File: src/rtl/sha384_pkg.sv
// ----------------------------------------------------------------------------
// sha384_pkg
// Constants shared by the SHA-384 core: initial hash values and round keys.
// ----------------------------------------------------------------------------
package sha384_pkg;

    typedef logic [63:0] t_word;

    localparam int unsigned NUM_ROUNDS = 80;
    localparam int unsigned BLK_WORDS  = 16;
    localparam int unsigned DIG_WORDS  = 6;

    localparam t_word PAD_WORD = 64'h8000_0000_0000_0000;

    localparam t_word INIT_HASH [8] = '{
        64'hcbbb9d5dc1059ed8, 64'h629a292a367cd507, 64'h9159015a3070dd17,
        64'h152fecd8f70e5939, 64'h67332667ffc00b31, 64'h8eb44a8768581511,
        64'hdb0c2e0d64f98fa7, 64'h47b5481dbefa4fa4
    };

    localparam t_word ROUND_K [80] = '{
        64'h428a2f98d728ae22, 64'h7137449123ef65cd, 64'hb5c0fbcfec4d3b2f,
        64'he9b5dba58189dbbc, 64'h3956c25bf348b538, 64'h59f111f1b605d019,
        64'h923f82a4af194f9b, 64'hab1c5ed5da6d8118, 64'hd807aa98a3030242,
        64'h12835b0145706fbe, 64'h243185be4ee4b28c, 64'h550c7dc3d5ffb4e2,
        64'h72be5d74f27b896f, 64'h80deb1fe3b1696b1, 64'h9bdc06a725c71235,
        64'hc19bf174cf692694, 64'he49b69c19ef14ad2, 64'hefbe4786384f25e3,
        64'h0fc19dc68b8cd5b5, 64'h240ca1cc77ac9c65, 64'h2de92c6f592b0275,
        64'h4a7484aa6ea6e483, 64'h5cb0a9dcbd41fbd4, 64'h76f988da831153b5,
        64'h983e5152ee66dfab, 64'ha831c66d2db43210, 64'hb00327c898fb213f,
        64'hbf597fc7beef0ee4, 64'hc6e00bf33da88fc2, 64'hd5a79147930aa725,
        64'h06ca6351e003826f, 64'h142929670a0e6e70, 64'h27b70a8546d22ffc,
        64'h2e1b21385c26c926, 64'h4d2c6dfc5ac42aed, 64'h53380d139d95b3df,
        64'h650a73548baf63de, 64'h766a0abb3c77b2a8, 64'h81c2c92e47edaee6,
        64'h92722c851482353b, 64'ha2bfe8a14cf10364, 64'ha81a664bbc423001,
        64'hc24b8b70d0f89791, 64'hc76c51a30654be30, 64'hd192e819d6ef5218,
        64'hd69906245565a910, 64'hf40e35855771202a, 64'h106aa07032bbd1b8,
        64'h19a4c116b8d2d0c8, 64'h1e376c085141ab53, 64'h2748774cdf8eeb99,
        64'h34b0bcb5e19b48a8, 64'h391c0cb3c5c95a63, 64'h4ed8aa4ae3418acb,
        64'h5b9cca4f7763e373, 64'h682e6ff3d6b2b8a3, 64'h748f82ee5defb2fc,
        64'h78a5636f43172f60, 64'h84c87814a1f0ab72, 64'h8cc702081a6439ec,
        64'h90befffa23631e28, 64'ha4506cebde82bde9, 64'hbef9a3f7b2c67915,
        64'hc67178f2e372532b, 64'hca273eceea26619c, 64'hd186b8c721c0c207,
        64'heada7dd6cde0eb1e, 64'hf57d4f7fee6ed178, 64'h06f067aa72176fba,
        64'h0a637dc5a2c898a6, 64'h113f9804bef90dae, 64'h1b710b35131c471b,
        64'h28db77f523047d84, 64'h32caab7b40c72493, 64'h3c9ebe0a15c9bebc,
        64'h431d67c49c100d4c, 64'h4cc5d4becb3e42b6, 64'h597f299cfc657e2a,
        64'h5fcb6fab3ad6faec, 64'h6c44198c4a475817
    };

endpackage

File: src/rtl/sha384_round.sv
// ----------------------------------------------------------------------------
// sha384_round
// One compression round plus one message schedule step, reused 80 times.
// ----------------------------------------------------------------------------
module sha384_round (
    input  sha384_pkg::t_word i_v [8],
    input  sha384_pkg::t_word i_k,
    input  sha384_pkg::t_word i_w,
    input  sha384_pkg::t_word i_w2,
    input  sha384_pkg::t_word i_w7,
    input  sha384_pkg::t_word i_w15,
    input  sha384_pkg::t_word i_w16,
    output sha384_pkg::t_word o_v [8],
    output sha384_pkg::t_word o_wnew
);
    sha384_pkg::t_word big1, big0, choose, major, t1, t2, s0, s1;
    sha384_pkg::t_word a, e;

    assign a      = i_v[0];
    assign e      = i_v[4];
    assign big1   = {e[13:0], e[63:14]} ^ {e[17:0], e[63:18]} ^ {e[40:0], e[63:41]};
    assign big0   = {a[27:0], a[63:28]} ^ {a[33:0], a[63:34]} ^ {a[38:0], a[63:39]};
    assign choose = (e & i_v[5]) ^ (~e & i_v[6]);
    assign major  = (a & i_v[1]) ^ (a & i_v[2]) ^ (i_v[1] & i_v[2]);
    assign t1     = i_v[7] + big1 + choose + i_k + i_w;
    assign t2     = big0 + major;

    assign o_v[0] = t1 + t2;
    assign o_v[1] = i_v[0];
    assign o_v[2] = i_v[1];
    assign o_v[3] = i_v[2];
    assign o_v[4] = i_v[3] + t1;
    assign o_v[5] = i_v[4];
    assign o_v[6] = i_v[5];
    assign o_v[7] = i_v[6];

    assign s1 = {i_w2[18:0], i_w2[63:19]} ^ {i_w2[60:0], i_w2[63:61]} ^ (i_w2 >> 6);
    assign s0 = {i_w15[0], i_w15[63:1]} ^ {i_w15[7:0], i_w15[63:8]} ^ (i_w15 >> 7);
    assign o_wnew = s1 + i_w7 + s0 + i_w16;
endmodule

File: config.mk
export PLATFORM = sky130hd
export DESIGN_NAME = sha384_round
export DESIGN_NICKNAME = d
export VERILOG_FILES = /design/src/rtl/sha384_pkg.sv /design/src/rtl/sha384_round.sv
export SDC_FILE = /design/constraint.sdc
export NUM_CORES = 2
export LEC_CHECK = 0
export BUFFER_PORTS_ARGS = -buffer_cell sky130_fd_sc_hd__buf_2
export CORE_AREA = 3 3 578 580
export DETAILED_ROUTE_END_ITERATION = 7
export DIE_AREA = 0 0 581 583
export GPL_TIMING_DRIVEN = 1
export SYNTH_ARGS = -nofsm -noshare
export SYNTH_HDL_FRONTEND = slang
export SYNTH_SLANG_ARGS = --single-unit
File: constraint.sdc
create_clock -name vclk -period 14.46
set_clock_uncertainty 0.15 [all_clocks]
set_input_delay 2.892 -clock vclk [all_inputs]
set_output_delay 2.892 -clock vclk [all_outputs]
set_load 0.05 [all_outputs]
==> impl_metrics.ini <==
[die]
core_area_um2 = 330000
start_util_pct = 10.2
fp.dieH_um = 583
die_w_um = 581
rows = 211
dieArea_um2 = 339000
io_pins = 1472

[synth]
syn_area_um2 = 33800
synth_top_area_share_pct = 22.5
yosysSeqAreaShare_pct = 0
syn_nets = 5826
yosysMostFrequentCell = inv_1
synthTopCellsByCount = inv_1 (787), xnor2_1 (501), buf_4 (384)
avgSynthCellArea_um2 = 7.86
synthTopCellsByArea = fa_1 (22%), xnor2_1 (13%), ha_1 (9.3%)
yosys.area.top_type = fa_1
ys.warnings.count = 0
synth_cell_types = 86
synthCells = 4299

[setup_path]
cp-startpoint = i_v[211]
cp-end-kind = output pin
crit_required_ns = 11.42
crit_type = in -> out
path_max_fanout = 4
max_stage_delay_ns = 0.49
critPathTopFamily = compound AO/OA/AOI/OAI gates
worstPathArrival_ns = 11.09
critical_path_buf_inv_count = 7
startpoint_type = input port
cpMaxStageDelayCell = fa_1

[worst_hold_path]
hold_start = i_v[383]
hold_class = in -> out

[sta]
slew_headroom_pct = 25.2
post-route-period-util_pct = 97.7
fin_hold_ws_ns = 5.94
finalMaxSlewViolations = 0
setup_tns_ns = 0
hold_viol = 0
rsz0062_at_grt = false
setup_viol = 0
max_freq_mhz = 70.8
min_period_ns = 14.13
max_slew.worst_pin.slew_ns = 1.11

[drt]
met1_length_um = 125000
drtIter0Drc = 2771
vias_per_cell = 3.71
drt_wl_total_um = 350000
firstDrtPassIters = 5
route.met2.wl_um = 165000
drt-wirelength-per-cell_um = 35.4
met3_length_um = 41900
vias = 36626
ant_nets = 0
top_layer_used = met5
drc = 0

[finish]
seq_cells = 0
seq_area_um2 = 0
multiInputGateArea_um2 = 27600
drive_above_1_share_pct = 31.8
layout.nets = 6959
nClkBuffers = 0
utilization_pct = 13.7
final_cells = 9881
syn_to_final_growth_pct = 33.9
nFillCells = 38406

[clocking]
hold_buffers = 0

[placement]
placed_cells = 9795
hpwl_um = 331000
io_buffers = 1472
place_congestion = 0.999

[grt]
antenna_found_initial = 276
grt_pass1_vias = 36902
track_usage_pct = 19.9
grt_first_pass_wirelength_um = 429000
grt_max_degree = 12
grt_overflow_total = 0

[run]
cap_viol_max_count = 0

[run_status]
status = complete, no violations
## through the flow
step                      setup slack [ns]  area (um^2)
after floorplan                       1.14        33800
after global placement              -0.113        45000
after detailed placement            0.0694        45000
after CTS                           0.0284        45000
after global routing               0.00591        45100
final                                0.330        45200
## layout make-up
cell class / instances / share of cell area [%]
multi-input cells: 2998 / 60.9
well taps: 4366 / 12.1
diodes: 85 / 0.470
repair buffers: 1645 / 20.0
inverters: 787 / 6.53
## logic make-up after synthesis
kind of cell	count (synthesis)	synth area share, %
buf+inv	1301	18.7
compound gates	921	18.1
xor+xnor	747	19.4
fa+ha+maj	674	33.1
simple gates	590	8.62
mux	66	2.04
## placed cells by master, fill, tap and decap left out, drive strengths merged, types with 85 or more instances in the layout
cell	count
buf	1645
inv	787
xnor2	501
fa	379
a21oi	271
ha	252
xor2	245
a21o	188
o21ai	170
nand2	153
nor2	137
diode	85
## layer usage
layer | vias up | track usage, %
met3 | 585 | 9.58
li1 | 15918 | -
met4 | 98 | 7.72
met2 | 2150 | 33.8
met5 | - | 0.0142
met1 | 17875 | 21.0
## final timing paths
path | to | cells past startpoint
worst max-delay path | o_v[510] | 35
worst min-delay path | o_v[319] | 2
## what timing repair did
item                                   in CTS  in global routing
setup endpoints to repair                   0                 14
endpoints found under the hold margin       0                  0
gates resized for setup                     0                  5
buffers inserted                            0                  1
